==> src/rtl/core/integer_stack_calculator_assert.svh <==
// ----------------------------------------------------------------------------
// integer stack calculator assertion macros
// shared property forms used by the calculator rtl
// ----------------------------------------------------------------------------
`ifndef INTEGER_STACK_CALCULATOR_ASSERT_SVH
`define INTEGER_STACK_CALCULATOR_ASSERT_SVH

// same-cycle implication, disabled while reset is low
`define ISC_ASSERT_IMP(lbl, clk, rstn, ante, cons, msg) \
  lbl: assert property (@(posedge clk) disable iff (!rstn) (ante) |-> (cons)) \
    else $error(msg);

// next-cycle implication, disabled while reset is low
`define ISC_ASSERT_NXT(lbl, clk, rstn, ante, cons, msg) \
  lbl: assert property (@(posedge clk) disable iff (!rstn) (ante) |=> (cons)) \
    else $error(msg);

`endif

==> src/rtl/core/isc_pkg.sv <==
// ----------------------------------------------------------------------------
// isc_pkg
// types and constants shared by the integer stack calculator modules
// ----------------------------------------------------------------------------
package isc_pkg;

  localparam int STACK_DEPTH = 1024;
  localparam int PTR_W       = $clog2(STACK_DEPTH);
  localparam int CNT_W       = $clog2(STACK_DEPTH + 1);
  localparam int DATA_W      = 32;
  localparam int FUNC_W      = 4;
  localparam int LIMIT_W     = 31;
  localparam int DIV_CNT_W   = $clog2(DATA_W);

  localparam logic [LIMIT_W-1:0] LIMIT_RESET = 31'd1000000000;

  typedef enum logic [FUNC_W-1:0] {
    FN_START = 4'd0,
    FN_NUM   = 4'd1,
    FN_POP   = 4'd2,
    FN_INV   = 4'd3,
    FN_DUP   = 4'd4,
    FN_SWP   = 4'd5,
    FN_ADD   = 4'd6,
    FN_SUB   = 4'd7,
    FN_MUL   = 4'd8,
    FN_DIV   = 4'd9,
    FN_MOD   = 4'd10,
    FN_END   = 4'd11
  } func_e;

  typedef struct packed {
    logic              start;
    logic [DATA_W-1:0] dividend;
    logic [DATA_W-1:0] divisor;
  } div_req_t;

  typedef struct packed {
    logic              done;
    logic [DATA_W-1:0] quot;
    logic [DATA_W-1:0] rem;
  } div_rsp_t;

endpackage

==> src/rtl/core/isc_div.sv <==
// ----------------------------------------------------------------------------
// isc_div
// restoring unsigned divider, one quotient bit per cycle
// ----------------------------------------------------------------------------
module isc_div
  import isc_pkg::*;
(
  input  logic     clk_i,
  input  logic     rst_ni,
  input  div_req_t req_i,
  output div_rsp_t rsp_o
);

  logic                 busy_q;
  logic                 done_q;
  logic [DIV_CNT_W-1:0] cnt_q;
  logic [DATA_W-1:0]    quo_q;
  logic [DATA_W-1:0]    rem_q;
  logic [DATA_W-1:0]    dvs_q;

  logic [DATA_W:0]      shifted;
  logic [DATA_W:0]      trial;
  logic                 fits;

  assign shifted = {rem_q, quo_q[DATA_W-1]};
  assign trial   = shifted - {1'b0, dvs_q};
  assign fits    = ~trial[DATA_W];

  always_ff @(posedge clk_i or negedge rst_ni) begin
    if (!rst_ni) begin
      busy_q <= 1'b0;
      done_q <= 1'b0;
      cnt_q  <= '0;
    end else begin
      done_q <= 1'b0;
      if (req_i.start) begin
        busy_q <= 1'b1;
        cnt_q  <= '1;
      end else if (busy_q) begin
        if (cnt_q == '0) begin
          busy_q <= 1'b0;
          done_q <= 1'b1;
        end else begin
          cnt_q <= cnt_q - DIV_CNT_W'(1);
        end
      end
    end
  end

  always_ff @(posedge clk_i) begin
    if (req_i.start) begin
      quo_q <= req_i.dividend;
      rem_q <= '0;
      dvs_q <= req_i.divisor;
    end else if (busy_q) begin
      rem_q <= fits ? trial[DATA_W-1:0] : shifted[DATA_W-1:0];
      quo_q <= {quo_q[DATA_W-2:0], fits};
    end
  end

  assign rsp_o.done = done_q;
  assign rsp_o.quot = quo_q;
  assign rsp_o.rem  = rem_q;

endmodule

==> config.mk <==
export PLATFORM = sky130hd
export DESIGN_NAME = isc_div
export DESIGN_NICKNAME = d
export VERILOG_FILES = /design/src/rtl/core/integer_stack_calculator_assert.svh /design/src/rtl/core/isc_pkg.sv /design/src/rtl/core/isc_div.sv
export SDC_FILE = /design/constraint.sdc
export NUM_CORES = 1
export LEC_CHECK = 0
export ABC_AREA = 0
export BUFFER_PORTS_ARGS = -buffer_cell sky130_fd_sc_hd__buf_2
export CAP_MARGIN = 20
export CORE_MARGIN = 2
export CORE_UTILIZATION = 25
export DETAILED_ROUTE_END_ITERATION = 12
export PLACE_DENSITY = 0.46
export RECOVER_POWER = 25
export REMOVE_ABC_BUFFERS = 1
export SETUP_SLACK_MARGIN = 0.05
export SYNTH_ARGS = -nofsm -noshare
export SYNTH_HDL_FRONTEND = slang
export SYNTH_SLANG_ARGS = --single-unit
export TNS_END_PERCENT = 5
==> constraint.sdc <==
create_clock -name clk_i -period 4.2 [get_ports clk_i]
set_input_delay 0.21 -clock clk_i [delete_from_list [all_inputs] [get_ports clk_i]]
set_output_delay 0.21 -clock clk_i [all_outputs]
set_load 0.05 [all_outputs]
==> After elaboration in Yosys (flattened, before gate mapping) <==
Index checks and enable logic that the tools add are counted.
{ "totals": {"register_bits": 103, "input_bits": 67, "out_inout_bits": 65, "word_cells": 25} }
{ "classes": {"add_sub_neg": 2, "eq_ne": 1, "mux": 12, "n_bitwise": 1, "reduce_logical": 3} }
{ "ops": {"columns": ["op", "n"], "rows": [
  ["2-to-1 mux 32 bit", 3],
  ["subtractor 33 x 32 -> 33 bit", 1],
  ["2-to-1 mux 5 bit", 3],
  ["2-to-1 mux 1 bit", 6],
  ["zero test 5 bit", 1],
  ["subtractor 5 x 1 -> 5 bit, second input constant", 1],
  ["inequality test 2 bit, second input constant", 1],
  ["AND reduction 2 bit", 1],
  ["nonzero test 2 bit", 1],
  ["inverter 1 bit", 1]
]} }

==> Logic depth before layout (Yosys ltp) <==
Gate-level depths: netlist of the first run.
{ "logic_depth": {"ltp_word": 4, "mapped_depth": 14, "ltp_nobuf": 12} }

==> Worst setup path after synthesis of the first run <==
OpenSTA, ideal clock, no wires.
{ "synth_path": {"path_kind": "register to register", "start": "register quo_q[31]", "end": "register rem_q[18]", "setup_time_ps": 125, "arrival_ps": 2906, "required_ps": 4075, "setup_slack_ps": 1169, "stages_incl_launch_ff": 13, "path_buffers": 0, "period_less_slack_ps": 3031, "path_cell_list": "edfxtp_1 inv_1 ha_1 fa_1 nand2b_1 a21oi_2 o21ai_0 o221ai_1 nor2_1 o21ai_0 a21oi_1 and3_1 o41a_1"} }
{ "synth_between": {"elab_chain_cells": 2} }
{ "synth_rtl": {"columns": ["element", "line_no", "text"], "rows": [
  ["from (decl)", "isc_div.sv:17", "logic [DATA_W-1:0] quo_q;"],
  ["from (signal assigned)", "isc_div.sv:52", "quo_q <= req_i.dividend;"],
  ["from (signal assigned)", "isc_div.sv:57", "quo_q <= {quo_q[DATA_W-2:0], fits};"],
  ["subtractor 33 x 32 -> 33 bit", "isc_div.sv:26", "assign trial = shifted - {1'b0, dvs_q};"],
  ["2-to-1 mux 32 bit", "isc_div.sv:56", "rem_q <= fits ? trial[DATA_W-1:0] : shifted[DATA_W-1:0];"],
  ["to (signal assigned)", "isc_div.sv:56", null],
  ["to (decl)", "isc_div.sv:18", "logic [DATA_W-1:0] rem_q;"]
]} }
No other way between the ends.
A chain may end at the register's enable or synchronous reset.

==> Final worst setup path of the first run <==
{ "layout_path": {"start": "register quo_q[31]", "end": "register rem_q[11]"} }
The elaborated chain is that of the path after synthesis.

==> impl_results.md, run 1 <==
* Async set-reset flop share out of synthesis at 0.0680
* Syn Std Cell Area at 6010 µm²
* GR peak layer: met2
* Htree depth at 3
* LEAKAGE at 3.20 nW
* Pin count of the biggest net entering global routing at 65
* Global-route wire length before repair at 25.4 mm
* Final Cycle Share at 0.797
* Total Wirelength at 15.7 mm
* Cell Pwr Density at 615 nW/µm²
* Fin crit period at 3.35 ns
* Dpl ws at 0.836 ns
* Die Outline Area at 25,300 µm²
* Failing checks: max-capacitance violations, max-slew violations
* Clk slew on worst S/H paths at 0.08 ns
* Hold WC Path Type: input port to flop
* Critical Path End Type: flop
* Reg2reg end: rem_q[11]
* Worst EP arrival at 3.59 ns
* Number of routed nets with antenna violations at 0
* Worst Min Path Start: req_i[22]
* Root Driver: clkbuf_16
* Remaining global-route overflow at 0
* GR Layer Usage met2 at 0.197
* Post-CTS sizing at 0
* GPL Wtd Cong at 0.756
* Reg area at 2740 µm²
* Core Region at 23,500 µm²
* Slack of the worst reg-to-reg path at 0.85 ns
* Wire per inst at 15.1 µm
* Final worst slack at 0.855 ns
* Highest-count cells in the layout ignoring fill and taps: buf_2 (122), edfxtp_1 (64), nand2_1 (59)
* Worst-Margin Slew at 2.19 ns
* Final Slew Violations at 37
* Primary FF master, synth: edfxtp_1
* Commonest non-fill, non-tap cell in the layout: buf_2
* Global routing met1 resource utilization at 0.163
* Sequential element share of the synthesized area at 0.455
* Worst Skew at 0.0135 ns
* CP max stage delay at 0.42 ns
* # Max-Cap Violations at 1
* Worst hold path depth at 1
* Ratio of cells with drive above 1 in the final layout at 0.293
* F_max at 0.299 GHz
* Status: complete, but fails checks
* Hold Violations, Final at 0
* Longest Clk Path Bufs at 2
* Synth area leader: edfxtp_1
* Worst vdd ir at 0.244 mV
* I/O Buffers at 131
* # fillers at 2,537
* Final setup TNS at 0 ns
* Post-DP HPWL at 11.3 mm
* Vias per cell at 4.55
* Hold worst-path end: dvs_q[22]
* Initial Util at 0.255
* Crit Path Category: flop to flop
* Synthesis-to-finish area growth at 21.0%
* CTS tree: built
* Reg-to-Reg Start: quo_q[31]
* First-iteration detailed-routing DRC count at 212
* Number of synthesized flops with an enable pin at 64
* Crit Path Max Fanout at 19
* Endpoints failing setup at 0
* Critical path, cell by cell: inv_1 > ha_1 > fa_1 > nand2b_1 > a21oi_2 > o41ai_4 > nand2_1 > a41oi_1 > nand3_2 > nand2_2 > buf_4 > nand2_1 > a311oi_1
* Synthesis Warnings at 0
* R2R cell count at 13
* TritonRoute pass-1 iters at 4
* Average cell area after synthesis at 10.3 µm²
* Width of the die at 159 µm
* DR vias at 4,701
* CP required at 4.44 ns
* Top Family by Delay on Critical Path: compound AO/OA/AOI/OAI gates
* WP buf/inv at 2
* Cells after synthesis at 584
* Worst-skew pair later-pin latency at 0.36 ns
* Ranking of synthesized cells by area: edfxtp_1 (32%), dfxtp_1 (11%), ha_1 (7.1%), mux2_2 (5.8%), nand2_1 (3.7%)
* CTS Sinks at 103
* GRT Overall Usage at 0.124
* Total Power at 4.47 mW
* Met3 capacity usage during global routing at 0.0388
* Setup crit start kind: flop
* Post-CTS setup buffers at 0
* Vias in the first global route at 4,742
* Area share of the largest cell type after synthesis at 0.320
* Row count at 56
* Crit-path slowest cell: edfxtp_1
* Post-route DRC violation count at 0
* Distinct cell type count after synthesis at 65
* Cts bufs inserted at 9
* Crit path top cell by count: nand2_1
* Synthesis-stage register bit count at 103
* I/O pin cnt at 132
* RSZ-0062 raised after global routing: no
* Multi-input logic area at 2970 µm²
* Die height at 159 µm
* Relative slew margins at -0.458
* Post-layout nets at 811
* Initial antenna violation count at 1
[cell usage after synthesis, types with 5 or more instances]
master,count
a31oi_1,5
nand2_1,59
nor2_1,43
nand3_1,15
and2_1,5
and3_1,10
edfxtp_1,64
dfxtp_1,32
nor3_1,11
mux2_2,31
a311oi_2,13
clkbuf_1,14
a211oi_1,6
ha_1,34
o21ai_0,16
nand3b_1,5
a311oi_1,11
a21oi_1,31
a21o_1,15
xnor2_1,17
dfrtp_1,7
inv_1,48
nand2_2,11
nand2b_1,9
[power by group]
group          total (mW)  leakage (nW)  internal (mW)  switching, mW
Clock               0.848         0.142          0.420          0.428
Sequential           1.43         0.985           1.27          0.161
Combinational        2.19          2.07          0.744           1.45
Total                4.47          3.20           2.43           2.04
[registers in the layout, indices dropped and copies added (netlist names)]
register  cells
dvs_q        32
rem_q        32
busy_q        1
cnt_q         5
done_q        1
quo_q        32
[metrics by stage]
step,hold slack [ns],instances,utilization,area (µm²)
3_5_place_dp,0.0592,1015,0.296,6980
3_3_place_gp,0.0596,1015,0.296,6980
5_1_grt,0.00618,1033,0.309,7270
2_1_floorplan,-0.0856,560,-,5880
6_report,0.0178,1034,0.309,7270
4_1_cts,0.000765,1032,0.309,7280
[worst max-delay path by stage]
stage,start,to,slack [ns],cells past startpoint
2_1_floorplan,busy_q,cnt_q[4],0.81,8
3_3_place_gp,quo_q[31],rem_q[11],1.04,13
3_5_place_dp,quo_q[31],rem_q[11],0.84,13
4_1_cts,quo_q[31],rem_q[11],0.81,13
5_1_grt,quo_q[31],rem_q[2],0.53,13
6_report,quo_q[31],rem_q[11],0.85,13
[final cells by class]
type | instances | area share
Timing Repair Buffer | 138 | 0.0965
Inverter | 48 | 0.0248
Multi-Input combinational cell | 409 | 0.408
Sequential cell | 103 | 0.377
Tap cell | 319 | 0.0549
Clock buffer | 10 | 0.0315
Antenna cell | 1 | 0.000344
Clock inverter | 6 | 0.00791
[worst reg2reg max path: stages, from the launching register on]
cell	delay, ns
edfxtp_1	0.42
inv_1	0.08
ha_1	0.18
fa_1	0.19
nand2b_1	0.18
a21oi_2	0.12
o41ai_4	0.34
nand2_1	0.11
a41oi_1	0.39
nand3_2	0.19
nand2_2	0.38
buf_4	0.30
nand2_1	0.08
a311oi_1	0.25
[kinds of logic after synthesis]
group	share of synthesized area
AOI/OAI and AO/OA	0.187
xor gates and xnor gates	0.0306
adders and majority gates	0.0741
buffers and inverters	0.0514
DFF	0.455
muxes	0.0614
and+or+nand+nor	0.140
[per-layer routing]
metal / up-vias / part of all wire
met5: - / 0
met4: 0 / 0.011
met3: 10 / 0.061
met2: 122 / 0.44
met1: 2188 / 0.49
li1: 2381 / -
[what timing repair did]
action                                  4_1_cts  5_1_grt
hold buffers                                  1        1
endpoints found under the setup margin        0        0
hold endpoints to repair                      7        1
Note: power is estimated with default switching activity, not from simulation.
==> run 2: changes to the inputs <==
clock period = 3.35 ns   (was 4.2 ns; I/O delays follow)
==> impl_results.md, run 2 (synthesis gave the netlist of run 1 again) <==
* Critical Path End Type: flop
* Highest-count cells in the layout ignoring fill and taps: buf_2 (128), edfxtp_1 (64), nand2_1 (59)
* CTS Sinks at 103 (unchanged)
* Worst EP arrival at 3.28 ns (-0.31 ns)
* Vias per cell at 4.55 (about the same)
* RSZ-0062 raised after global routing: no
* Htree depth at 3 (unchanged)
* # Max-Cap Violations at 0 (-1)
* Total Power at 5.80 mW (+30%)
* Clk slew on worst S/H paths at 0.09 ns (about the same)
* Cts bufs inserted at 9 (unchanged)
* Final Slew Violations at 0 (-100%)
* Pin count of the biggest net entering global routing at 56 (-14%)
* # fillers at 2,498 (-1.5%)
* Worst-skew pair later-pin latency at 0.37 ns (about the same)
* Dpl ws at 0.192 ns (-0.644 ns)
* Post-route DRC violation count at 0 (unchanged)
* Biggest regs: dvs_q: 32 flops, quo_q: 32 flops, rem_q: 32 flops
* Initial antenna violation count at 1 (unchanged)
* WP buf/inv at 1 (-1)
* Critical path, cell by cell: inv_1 > ha_1 > fa_1 > nand2b_1 > a21oi_2 > o41ai_4 > nand2_1 > a41oi_2 > nand3_2 > and2_4 > and3_1 > o41a_1
* CP max stage delay at 0.42 ns (about the same)
* Root Driver: clkbuf_16
* Worst Skew at 0.0151 ns (+0.00157 ns)
* Final worst slack at 0.315 ns (-0.540 ns)
* Setup crit start kind: flop
* Final Cycle Share at 0.906 (+0.110)
* Multi-input logic area at 2990 µm² (+0.89%)
* Top Family by Delay on Critical Path: simple AND/OR/NAND/NOR gates
* Initial Util at 0.255 (unchanged)
* Endpoints failing setup at 0 (unchanged)
* Final setup TNS at 0 ns (unchanged)
* F_max at 0.329 GHz (+10%)
* Status: complete, no violations
* Wire per inst at 14.9 µm (-1.5%)
* Remaining global-route overflow at 0 (unchanged)
* ANT cells at 0 (-1)
* Fin crit period at 3.04 ns (-0.310 ns)
* Commonest non-fill, non-tap cell in the layout: buf_2
* Worst-Margin Slew at 0.699 ns (-1.49 ns)
* CTS tree: built
* Hold WC Path Type: input port to flop
* First-iteration detailed-routing DRC count at 138 (-35%)
* Die height at 159 µm (unchanged)
* LEAKAGE at 3.40 nW (+6.3%)
* Crit-path slowest cell: edfxtp_1
* Ratio of cells with drive above 1 in the final layout at 0.301 (+0.00834)
* I/O pin cnt at 132 (unchanged)
* Die Outline Area at 25,300 µm² (unchanged)
* Global-route wire length before repair at 25.9 mm (+2.1%)
* CP required at 3.59 ns (-0.85 ns)
* Post-DP HPWL at 11.6 mm (+2.0%)
* Cell Pwr Density at 752 nW/µm² (+22%)
* Post-layout nets at 851 (+4.9%)
* GRT Overall Usage at 0.126 (+0.00196)
* GPL Wtd Cong at 0.792 (+4.8%)
* Core Region at 23,500 µm² (unchanged)
* Relative slew margins at 0.534 (+0.992)
* TritonRoute pass-1 iters at 4 (unchanged)
* Final core occ at 0.327 (+0.0183)
* Synthesis-to-finish area growth at 28.2%
* Crit Path Category: flop to flop
* Hold Violations, Final at 0 (unchanged)
* Worst hold slack at 0.0875 ns (+0.0697 ns)
* Longest Clk Path Bufs at 2 (unchanged)
* Vias in the first global route at 5,031 (+6.1%)
* Worst vdd ir at 0.278 mV (+14%)
* Row count at 56 (unchanged)
* Width of the die at 159 µm (unchanged)
* Number of routed nets with antenna violations at 0 (unchanged)
* Reg area at 2740 µm² (unchanged)
* Crit Path Max Fanout at 15 (-4)
* DR vias at 4,883 (+3.9%)
* I/O Buffers at 131 (unchanged)
* Total Wirelength at 16.0 mm (+2.2%)
[run 2: repair_timing]
action,4_1_cts,5_1_grt
setup buffers,0,4
hold buffers,33,0
setup endpoints to repair,0,23
gates resized for setup,0,4
endpoints found under the hold margin,39,0
[run 2: area by class of cell]
| cell class | instances | area share |
|---|---|---|
| Timing Repair Buffer | 177 | 0.140 |
| Inverter | 48 | 0.0234 |
| Clock buffer | 9 | 0.0292 |
| Multi-Input combinational cell | 410 | 0.388 |
| Tap cell | 319 | 0.0518 |
| Clock inverter | 7 | 0.0119 |
| Sequential cell | 103 | 0.355 |
[run 2: path summary, 6_finish.rpt]
check	start	endpoint	slack, ns	cells past startpoint
max in group asynchronous	rst_ni	busy_q	2.83	2
worst min register to register	rem_q[2]	rem_q[3]	0.52	2
worst max-delay path	quo_q[31]	rem_q[18]	0.31	12
worst min-delay path	req_i[61]	quo_q[29]	0.09	2
worst max register to register	quo_q[31]	rem_q[18]	0.31	12
min in group asynchronous	rst_ni	done_q	0.22	2
[run 2: metrics by stage]
step / std cells / instance area [µm²]
after CTS: 1068 / 7660
after global placement: 1019 / 7010
final: 1073 / 7710
after global routing: 1073 / 7710
after floorplan: 560 / 5880
after detailed placement: 1019 / 7010
[run 2: worst reg2reg max path: cells and delay by family, from the launching register on]
family / cells / cell delay, ns
flops: 1 / 0.42
fa+ha+maj: 2 / 0.38
simple gates: 5 / 1.02
buf+inv: 1 / 0.08
compound gates: 4 / 1.03
[run 2: power by group]
group          internal, mW  leakage (nW)  total (mW)  switching, mW
clock network         0.547         0.155        1.12          0.576
logic                  1.02          2.26        2.89           1.87
registers              1.59         0.985        1.79          0.200
[run 2: per-layer routing]
| metal | global-route usage | up-vias | routed length, µm |
|---|---|---|---|
| met5 | 0 | - | 11 |
| met4 | 0.0355 | 2 | 257 |
| met3 | 0.0464 | 20 | 1160 |
| met2 | 0.204 | 130 | 7200 |
| met1 | 0.158 | 2273 | 7390 |
| li1 | - | 2458 | - |
==> run 3: changes to the inputs <==
GPL_ROUTABILITY_DRIVEN = 0   (was unset)
GPL_TIMING_DRIVEN = 0   (was unset)
==> impl_results.md, run 3 (synthesis gave the netlist of run 1 again) <==
* Placed insts at 1,012 (-0.69%)
* DR vias at 4,833 (-1.0%)
* Post-DP HPWL at 11.1 mm (-4.2%)
* Worst EP arrival at 3.34 ns (+0.06 ns)
* GR Layer Usage met2 at 0.202 (-0.00178)
* Worst-skew pair later-pin latency at 0.37 ns (about the same)
* Longest Clk Path Bufs at 2 (unchanged)
* CTS tree: built
* Sequential power share at 0.302 (-0.007)
* Vias in the first global route at 4,984 (-0.93%)
* Hold WC Path Type: input port to flop
* Clock network fraction of total power at 0.197 (+0.003)
* Post-layout nets at 849 (-0.24%)
* Remaining global-route overflow at 0 (unchanged)
* Synthesis-to-finish area growth at 29.8%
* # Max-Cap Violations at 0 (unchanged)
* Wire per inst at 15.3 µm (+2.8%)
* I/O Buffers at 131 (unchanged)
* Cts bufs inserted at 9 (unchanged)
* Biggest regs: dvs_q: 32 flops, quo_q: 32 flops, rem_q: 32 flops
* Met3 capacity usage during global routing at 0.0399 (-0.00651)
* Post-Place Cell Area at 6990 µm² (-0.25%)
* Initial Util at 0.255 (unchanged)
* Number of routed nets with antenna violations at 0 (unchanged)
* Dpl ws at -0.254 ns (-0.447 ns)
* Highest-count cells in the layout ignoring fill and taps: buf_2 (126), edfxtp_1 (64), nand2_1 (57)
* Cell Pwr Density at 759 nW/µm² (+0.89%)
* Root Driver: clkbuf_16
* Worst vdd ir at 0.235 mV (-16%)
* Hold Violations, Final at 0 (unchanged)
* Switching share of total power at 0.457 (+0.000984)
* CTS Sinks at 103 (unchanged)
* Core Region at 23,500 µm² (unchanged)
* Reg2reg end: rem_q[18]
* Final worst slack at 0.242 ns (-0.0730 ns)
* Crit Path Category: flop to flop
* Status: complete, no violations
* Ratio of cells with drive above 1 in the final layout at 0.307 (+0.00612)
* Post-route DRC violation count at 0 (unchanged)
* GRT Overall Usage at 0.126 (about the same)
* Vias per cell at 4.51 (-0.84%)
* Row count at 56 (unchanged)
* Pin count of the biggest net entering global routing at 64 (+14%)
* Htree depth at 3 (unchanged)
* Hold worst-path end: quo_q[23]
* Worst-Margin Slew at 0.651 ns (-0.0480 ns)
* Reg-to-Reg Start: rem_q[24]
* F_max at 0.322 GHz (-2.3%)
* I/O pin cnt at 132 (unchanged)
* TritonRoute pass-1 iters at 4 (unchanged)
* Worst hold path depth at 2 (unchanged)
* Relative slew margins at 0.565 (+0.0315)
* First-iteration detailed-routing DRC count at 203 (+47%)
* Non-Filler Instances at 1,071 (-0.19%)
* Width of the die at 159 µm (unchanged)
* Total Wirelength at 16.4 mm (+2.6%)
* Int Power at 3.22 mW (+2.0%)
* Die Outline Area at 25,300 µm² (unchanged)
* Die height at 159 µm (unchanged)
* Global routing met1 resource utilization at 0.164 (+0.00619)
* Endpoints failing setup at 0 (unchanged)
* Sw Pwr at 2.70 mW (+2.4%)
* Final Slew Violations at 0 (unchanged)
* ANT cells at 0 (unchanged)
* Fin crit period at 3.11 ns (+0.0730 ns)
* CP required at 3.59 ns (about the same)
* Commonest non-fill, non-tap cell in the layout: buf_2
* Setup crit start kind: flop
* Power share of the combinational group at 0.500 (+0.002)
* LEAKAGE at 3.42 nW (+0.60%)
* Critical Path End Type: flop
* Final setup TNS at 0 ns (unchanged)
* Clk slew on worst S/H paths at 0.09 ns (about the same)
* Final instance area at 7800 µm² (+1.3%)
* Crit Path Max Fanout at 8 (-7)
* GR peak layer: met2
* R2R cell count at 11 (-1)
* Worst Min Path Start: req_i[55]
* Slack of the worst reg-to-reg path at 0.24 ns (-0.07 ns)
* Initial antenna violation count at 0 (-1)
* Global-route wire length before repair at 25.8 mm (-0.53%)
* Final Cycle Share at 0.928 (+0.0218)
* Worst Skew at 0.0164 ns (+0.00129 ns)
* RSZ-0062 raised after global routing: no
==> run 3: cell types whose count changed in the layout (fill, tap and decap cells not counted), sizes merged <==
| cell | previous run | this run |
|---|---|---|
| inv | 53 | 52 |
| buf | 141 | 136 |
| nand2 | 70 | 71 |
| clkbuf | 12 | 13 |
| bufinv | 0 | 1 |
| and2 | 7 | 8 |
==> run 3: how the worst max path moves through the flow <==
stage / start / to / slack [ns]
2_1_floorplan: busy_q / cnt_q[4] / -0.04
3_3_place_gp: busy_q / cnt_q[4] / -1.91
3_5_place_dp: quo_q[31] / rem_q[18] / -0.25
4_1_cts: quo_q[31] / rem_q[3] / 0.06
5_1_grt: quo_q[31] / rem_q[6] / 0.05
6_report: rem_q[24] / rem_q[18] / 0.24
==> run 3: metrics by stage <==
step | util | hold slack, ns | total power [mW]
floorplan | - | -0.128 | 3.90
global placement | 0.295 | 0.0171 | 4.58
detailed placement | 0.297 | 0.0177 | 4.57
CTS | 0.326 | 0.0698 | 5.84
global route | 0.331 | 0.0801 | 6.33
finish | 0.331 | 0.0893 | 5.92
==> run 3: worst max-delay path, stage by stage (launching register included) <==
cell	delay [ns]
dfxtp_1	0.35
ha_1	0.43
nand4_1	0.24
nor3_2	0.41
inv_1	0.07
o21ai_1	0.27
a41o_1	0.21
o21ai_4	0.12
buf_4	0.17
and2_4	0.19
and3_1	0.20
o41a_1	0.31
==> run 3: metal layers <==
layer  vias up  share of wire
li1       2469              -
met3        11          0.062
met1      2241           0.48
met2       112           0.45
met5         -              0
met4         0          0.011
==> run 3: layout make-up <==
cell class                      instances  area (µm²)
Tap cell                              319         399
Multi-Input combinational cell        412        3080
Sequential cell                       103        2740
Inverter                               48         180
Clock inverter                          7        95.1
Timing Repair Buffer                  173        1080
Clock buffer                            9         225
Fill cell                            2509       15700
==> run 3: timing repair <==
item / 4_1_cts / 5_1_grt
endpoints found under the setup margin: 28 / 31
hold endpoints to repair: 39 / 0
buffers inserted: 0 / 7
hold buffers: 33 / 0
pin swaps: 2 / 6
gates resized for setup: 3 / 15
gates cloned: 0 / 3
==> run 3: power groups by stage <==
stage               Combinational, mW  Clock, mW  Sequential (mW)
finish                           2.96       1.17             1.79
CTS                              2.83       1.22             1.79
global placement                 2.76          0             1.82
floorplan                        1.49          0             2.41
global route                     3.24       1.25             1.83
detailed placement               2.76          0             1.82
